$ cat src/rtl/wvlfs_ram.sv
// Generic simple dual-port RAM with one write port and one registered read port.
// Depends on nothing.
module wvlfs_ram #(
    parameter int WIDTH = 8,
    parameter int DEPTH = 16
) (
    input  logic                     clk,
    input  logic                     we,
    input  logic [$clog2(DEPTH)-1:0] waddr,
    input  logic [WIDTH-1:0]         wdata,
    input  logic [$clog2(DEPTH)-1:0] raddr,
    output logic [WIDTH-1:0]         rdata
);

    logic [WIDTH-1:0] mem [DEPTH];

    // Write and registered read.
    always_ff @(posedge clk)
    begin
        if (we)
        begin
            mem[waddr] <= wdata;
        end
        rdata <= mem[raddr];
    end

endmodule

$ cat config.mk
export PLATFORM = sky130hd
export DESIGN_NAME = wvlfs_ram
export DESIGN_NICKNAME = d
export VERILOG_FILES = /design/src/rtl/wvlfs_ram.sv
export SDC_FILE = /design/constraint.sdc
export NUM_CORES = 1
export LEC_CHECK = 0
export BUFFER_PORTS_ARGS = -buffer_cell sky130_fd_sc_hd__buf_4
export CAP_MARGIN = 30
export CORE_MARGIN = 3
export CORE_UTILIZATION = 35
export CTS_BUF_LIST = sky130_fd_sc_hd__clkbuf_4 sky130_fd_sc_hd__clkbuf_8 sky130_fd_sc_hd__clkbuf_16
export CTS_CLUSTER_SIZE = 40
export DETAILED_ROUTE_END_ITERATION = 7
export GPL_TIMING_DRIVEN = 0
export SYNTH_ARGS = -nofsm -noshare
export SYNTH_HDL_FRONTEND = slang
export SYNTH_SLANG_ARGS = --single-unit
$ cat constraint.sdc
create_clock -name clk -period 2 [get_ports clk]
set_clock_uncertainty 0.1 [all_clocks]
set_input_delay 0.2 -clock clk [delete_from_list [all_inputs] [get_ports clk]]
set_output_delay 0.2 -clock clk [all_outputs]
set_load 0.05 [all_outputs]
# Yosys cells after proc, flatten, opt, wreduce, memory -nomap -nowiden
# Memory sizes are Yosys's and may differ from the RTL's. A register that Yosys moved wholly into a read port is not among the register bits.
# Cells that the tools add are included.
dict set report word_totals {
  output_inout_bits 8
  in_bits 18
  regBits 0
  n_memories 1
  elab_cells 3
  ram_bits 128
}
# memory words word_bits rd rd_clocked_by_memory_dff write_ports line_no
set memory_table {}
lappend memory_table {mem 16 8 1 1 1 15} ;# logic [WIDTH-1:0] mem [DEPTH];
dict set report classes {
  mux 2
}
# op count
set ops {}
lappend ops {{$mux W1} 2}

# Depth between registers and ports, before layout
# Gate-level depths: netlist of the first run.
dict set report logic_depth {
  word_depth 2
  ltp_mapped 5
  depth_no_buf 3
}

# Least setup slack after synthesis of the first run
# No wires, ideal clock.
dict set report synth_timing {
  kind {input to register}
  from {input waddr[2]}
  to {memory mem[0][0], enable pin}
  arrival_time_ns 1.310
  n_path_buf 0
  setup_ns 0.383
  required_time_ns 1.517
  setup_slack_ns 0.207
  path_stages 2
  path_cell_list {or3b_2 > nor3_1}
}
# item line_no
set synth_rtl {}
lappend synth_rtl {{start, declared} 9} ;# input logic [$clog2(DEPTH)-1:0] waddr,
lappend synth_rtl {{end, declared} 15}
# Straight into the memory's write port.

==> flow_summary.toml, run 1 <==
[cells_and_area]
num_antenna_cells = 0
layout_common_cells = "sky130_fd_sc_hd__edfxtp_1 (128), sky130_fd_sc_hd__buf_4 (29), sky130_fd_sc_hd__mux4_2 (18), sky130_fd_sc_hd__clkbuf_16 (17), sky130_fd_sc_hd__a22oi_1 (16)"
finalNonFillerCells = 470
nets = 295
drive_above_1_share_pct = 30.3
mostFrequentLayoutCell = "sky130_fd_sc_hd__edfxtp_1"
area_growth_syn_to_layout_pct = 21.1

[sta]
setup_repair_after_global_routing_missed_its_margin = "false"
timing_worst_slew_pin_value_ns = 0.860
final_report_hold_violation_count = 0
period_needed_ns = 1.65
setup_viol = 0
slew_viol_final = 0
timing.max_slew.rel_slack_pct = 42.5
fin_tns_setup_ns = 0
final_clock_period_utilization_by_the_worst_path_pct = 82.7
max_freq_ghz = 0.604

[floorplanning]
die_x_microns = 127
die_height_microns = 127
die-area_sq_mm = 0.0162
initial_utilization_pct = 36.4
core_sq_mm = 0.0141
floorplan.io_pins = 26
row_count = 43

[worst_hold_path]
hold_class = "primary input to register"
worst_hold_startpoint = "wdata[4]"
hold_end = "mem[0][4]$_DFFE_PP_"
min_delay_path_depth = 1

[logic_synthesis]
postSynthCellCount = 229
synth_seq_area_share_pct = 77.8
mappedNetlistArea_sq_mm = 0.00515
postSynthAreaPerCell_sq_um = 22.5
ys_seq_elements = 136
synthesis.yosys.warnings = 0
synthesis.nets = 247
synthDistinctLibCells = 19

[clock_network]
htreeDepth = 4
tritoncts_num_sinks = 136
cts_tree = "built"
ctsLongestPathBuffers = 2
root_buffer = "sky130_fd_sc_hd__clkbuf_16"
path_clk_slew_ns = 0.06
cts-buffers-inserted = 17
clkLatencyLatePin_ns = 0.41
count_of_instances_resized_after_the_clock_tree_is_built = 0

[place]
dp_hpwl_microns = 6690
place_congestion = 0.819
io_buffer_count = 24
number_of_cells_in_the_design_after_placement = 437

[status]
status = "finished clean"

[detailed_routing]
remaining_drc_errors = 0
totalWireLength_microns = 10400
detail_route.first_pass.iterations = 4
route.antenna.remaining_nets = 0
viasPerCell = 5.17
average_wire_length_per_cell_after_detail_routing_microns = 22.0
drt_iter0_drc = 224
dr_total_vias = 2429

[setup_path]
endpoint_of_the_most_critical_register_to_register_path = "rdata[3]$_DFF_P_"
worst_ep_arrival_time_ns = 1.83
worst_setup_path_start_kind = "register"
worst-path-max-fanout = 1
worst_path_largest_cell_delay_ns = 0.56
worst_r2r_path_depth = 3
crit_slowest_cell = "sky130_fd_sc_hd__mux4_1"
path_delay_family = "multiplexers"
cp_data_required_time_ns = 2.18
cp.buffers_inverters = 0
endpoint_kind = "register"
worst-r2r-setup-slack_ns = 0.35
cp_cell_sequence = "mux4_1 -> a22oi_1 -> nand2_1"
path_class = "register to register"
regToRegStartpoint = "mem[1][3]$_DFFE_PP_"

[global_route]
global_route_wire_length_before_repair_microns = 15500
gr-usage-all-layers_pct = 13.8
grt_pass1_vias = 2543
grt_max_degree = 17
gr-total-overflow = 0
antenna_violations_before_repair = 0

[job]
cap_violations = 0

[power_and_ir_drop]
worst_ir_drop_vdd_mv = 0.602
p_leak_nw = 2.09
p_per_area_mw_per_mm2 = 1120
==> repair_timing <==
item | 4_1_cts | 5_1_grt
endpoints found under the hold margin | 8 | 0
hold buffers | 1 | 0
setup buffers | 0 | 0
==> through the flow <==
stage | utilization, % | cell area, sq um | hold WS (ns) | worst slack (ns) | power (mW)
after floorplan | - | 5150 | 0.199 | 0.207 | 3.49
after global placement | 39.2 | 5550 | 0.411 | -0.413 | 3.65
after detailed placement | 39.5 | 5580 | 0.427 | -0.0526 | 3.66
after CTS | 44.1 | 6240 | 0.0105 | 0.354 | 7.01
after global routing | 44.1 | 6240 | 0.0199 | 0.319 | 7.17
final | 44.1 | 6240 | 0.0212 | 0.346 | 6.95
==> sequential cells by signal, summed over array words and instances (netlist names) <==
register / cells
rdata: 8
mem: 128
==> worst register-to-register path: cells and delay by family (launching register included) <==
| kind | cells | cell delay, ns |
|---|---|---|
| muxes | 1 | 0.56 |
| AOI/OAI and AO/OA | 1 | 0.42 |
| DFF | 1 | 0.36 |
| and+or+nand+nor | 1 | 0.10 |
==> Yosys cell counts (all sizes together) <==
cell type	number	area share [%]
edfxtp	128	75
mux4	32	15
a22oi	16	2.3
nor2	13	0.95
nand2	9	0.66
dfxtp	8	3.1
buf	7	1.1
nor3	4	0.39
clkdlybuf4s25	3	0.58
nand2b	2	0.24
nand3b	2	0.29
and2	1	0.12
and2b	1	0.15
nand3	1	0.097
nor2b	1	0.12
or3b	1	0.17
==> metal layers <==
layer	global-route usage [%]	vias to the layer above	part of all wire, %
li1	-	1068	-
met1	19.1	1259	44
met2	20.3	81	48
met3	4.22	21	5.8
met4	5.62	0	2.1
met5	0	-	0
==> worst max path at each step <==
| stage | slack, ns | depth (start not counted) | start | endpoint |
|---|---|---|---|---|
| 6_report | 0.35 | 3 | mem[1][3]$_DFFE_PP_ | rdata[3]$_DFF_P_ |
| 5_1_grt | 0.32 | 3 | mem[1][3]$_DFFE_PP_ | rdata[3]$_DFF_P_ |
| 4_1_cts | 0.35 | 3 | mem[1][3]$_DFFE_PP_ | rdata[3]$_DFF_P_ |
| 3_5_place_dp | -0.05 | 4 | waddr[2] | mem[0][3]$_DFFE_PP_ |
| 3_3_place_gp | -0.41 | 3 | waddr[2] | mem[0][3]$_DFFE_PP_ |
| 2_1_floorplan | 0.21 | 2 | waddr[2] | mem[0][0]$_DFFE_PP_ |
==> layout make-up <==
cell class / instances / area, sq um
Timing Repair Buffer: 29 / 220
Clock buffer: 19 / 440
Clock inverter: 13 / 203
Multi-Input combinational cell: 83 / 1060
Sequential cell: 136 / 4000
Tap cell: 180 / 225
Buffer: 10 / 86.3
Fill cell: 1211 / 7910
==> kinds of logic after synthesis <==
| logic type | synth area share, % |
|---|---|
| multiplexers | 15.0 |
| AND/OR/NAND/NOR | 3.18 |
| AO/OA/AOI/OAI | 2.33 |
| flip-flops | 77.8 |
| buffers and inverters | 1.68 |
==> power by group <==
| group | leakage, nW | internal, mW | switching (mW) | total (mW) |
|---|---|---|---|---|
| Clock | 0.303 | 2.23 | 1.12 | 3.35 |
| Combinational | 0.560 | 0.150 | 0.246 | 0.396 |
| Sequential | 1.22 | 3.19 | 0.0155 | 3.20 |
| Total | 2.09 | 5.57 | 1.39 | 6.95 |
Note: power is estimated with default switching activity, not from simulation.
==> run 2, diff against run 1 <==
==> constraint.sdc (replaced) <==
create_clock -name clk -period 1.7 [get_ports clk]
set_clock_uncertainty 0.1 [all_clocks]
set_input_delay 0.17 -clock clk [delete_from_list [all_inputs] [get_ports clk]]
set_output_delay 0.17 -clock clk [all_outputs]
set_load 0.05 [all_outputs]
==> flow_summary.toml, run 2 (synthesis gave the netlist of run 1 again) <==
[sta]
timing.max_slew.rel_slack_pct = 38.5
setup_repair_after_global_routing_missed_its_margin = "false"
timing_worst_slew_pin_value_ns = 0.917
period_needed_ns = 1.59
final_clock_period_utilization_by_the_worst_path_pct = 93.4
slew_viol_final = 0
max_freq_ghz = 0.630
setup_viol = 0
final_report_hold_violation_count = 0
setup_ws_ns = 0.112

[setup_path]
path_class = "primary input to register"
cp_data_required_time_ns = 1.63
worst_ep_arrival_time_ns = 1.51
crit_slowest_cell = "sky130_fd_sc_hd__nor3_2"
worst_setup_path_start_kind = "primary input"
endpoint_kind = "register"
worst_path_largest_cell_delay_ns = 0.71
worst-path-max-fanout = 8
cp_cell_sequence = "buf_4 -> or3b_2 -> nor3_2"

[cells_and_area]
area_growth_syn_to_layout_pct = 20.6
nets = 303
layout_top_registers = "mem x128, rdata x8"
regMostFlops = "mem"
num_antenna_cells = 0
layout_common_cells = "sky130_fd_sc_hd__edfxtp_1 (128), sky130_fd_sc_hd__buf_4 (27), sky130_fd_sc_hd__mux4_2 (18), sky130_fd_sc_hd__clkbuf_16 (17), sky130_fd_sc_hd__a22oi_1 (16)"
n_fill_cell = 1219
finalNonFillerCells = 478
mostFrequentLayoutCell = "sky130_fd_sc_hd__edfxtp_1"
max_reg_flops = 128
finalInstanceArea_sq_mm = 0.00621
drive_above_1_share_pct = 29.5

[power_and_ir_drop]
p_per_area_mw_per_mm2 = 1210
total_power_mw = 7.53
worst_ir_drop_vdd_mv = 0.816
p_leak_nw = 2.07

[floorplanning]
floorplan.io_pins = 26
core_sq_mm = 0.0141
die_x_microns = 127
die-area_sq_mm = 0.0162
die_height_microns = 127
initial_utilization_pct = 36.4
row_count = 43

[global_route]
gr-total-overflow = 0
grt_max_degree = 17
gr-usage-all-layers_pct = 13.3
antenna_violations_before_repair = 0
global_route_wire_length_before_repair_microns = 15300
grt_pass1_vias = 2560

[detailed_routing]
viasPerCell = 5.04
detail_route.first_pass.iterations = 4
average_wire_length_per_cell_after_detail_routing_microns = 20.6
totalWireLength_microns = 9840
drt_iter0_drc = 238
dr_total_vias = 2409
remaining_drc_errors = 0
route.antenna.remaining_nets = 0

[worst_hold_path]
hold_class = "primary input to register"

[place]
post-place-ws_ns = -0.404
io_buffer_count = 24
number_of_cells_in_the_design_after_placement = 436
placed_cell_area_sq_mm = 0.00557
dp_hpwl_microns = 6430
place_congestion = 0.704

[clock_network]
htreeDepth = 4
clkLatencyLatePin_ns = 0.41
root_buffer = "sky130_fd_sc_hd__clkbuf_16"
ctsLongestPathBuffers = 2
tritoncts_num_sinks = 136
cts-buffers-inserted = 17
number_of_setup_buffers_added_after_cts = 0
cts_tree = "built"
path_clk_slew_ns = 0.06

[status]
status = "finished clean"

[job]
cap_violations = 0
[run 2: cell types whose count changed in the layout (fill, tap and decap cells not counted), sizes merged]
cell,before,now
dlygate4sd3,1,8
clkinv,4,9
bufinv,5,1
clkbuf,19,17
buf,35,36
clkinvlp,4,5
[run 2: stage by stage]
step / hold slack, ns / setup TNS, ns / util, %
6_report: 0.0616 / 0 / 43.9
5_1_grt: 0.0621 / 0 / 43.9
4_1_cts: 0.0397 / 0 / 43.8
3_5_place_dp: 0.386 / -12.38 / 39.4
3_3_place_gp: 0.376 / -19.15 / 39.3
2_1_floorplan: 0.169 / 0 / -
[run 2: worst max-delay path, delay by kind of cell]
kind / cells / cell delay (ns)
buffers and inverters: 1 / 0.12
and+or+nand+nor: 2 / 1.22
[run 2: area by class of cell]
| type | instances | area (sq um) | area share [%] |
|---|---|---|---|
| Timing Repair Buffer | 37 | 290 | 4.68 |
| Tap cell | 180 | 225 | 3.63 |
| Multi-Input combinational cell | 83 | 1060 | 17.1 |
| Buffer | 10 | 86.3 | 1.39 |
| Clock buffer | 17 | 425 | 6.85 |
| Sequential cell | 136 | 4000 | 64.5 |
| Clock inverter | 15 | 113 | 1.81 |
[run 2: where the power goes]
part	switching (mW)	total [mW]	internal, mW
Combinational	0.276	0.462	0.186
Clock	1.32	3.30	1.98
Sequential	0.0187	3.77	3.75
[run 2: repair_timing]
action	in CTS	in global routing
hold endpoints to repair	128	0
setup endpoints to repair	0	0
hold buffers	8	0
gates resized for setup	0	0
[run 2: path summary, 6_finish.rpt]
check,startpoint,endpoint,slack [ns],cells past startpoint
max,waddr[2],mem[0][2]$_DFFE_PP_,0.11,3
min,waddr[0],mem[12][0]$_DFFE_PP_,0.06,2
max reg2reg,mem[2][0]$_DFFE_PP_,rdata[0]$_DFF_P_,0.23,3
min reg2reg,mem[8][2]$_DFFE_PP_,rdata[2]$_DFF_P_,0.58,3
[run 2: per-layer routing]
metal  wire [microns]  global-route usage, %  up-vias
li1                 -                      -     1089
met5                0                      0        -
met1             4590                   18.8     1255
met2             4750                   19.6       63
met3              472                   3.97        2
met4               35                   4.73        0
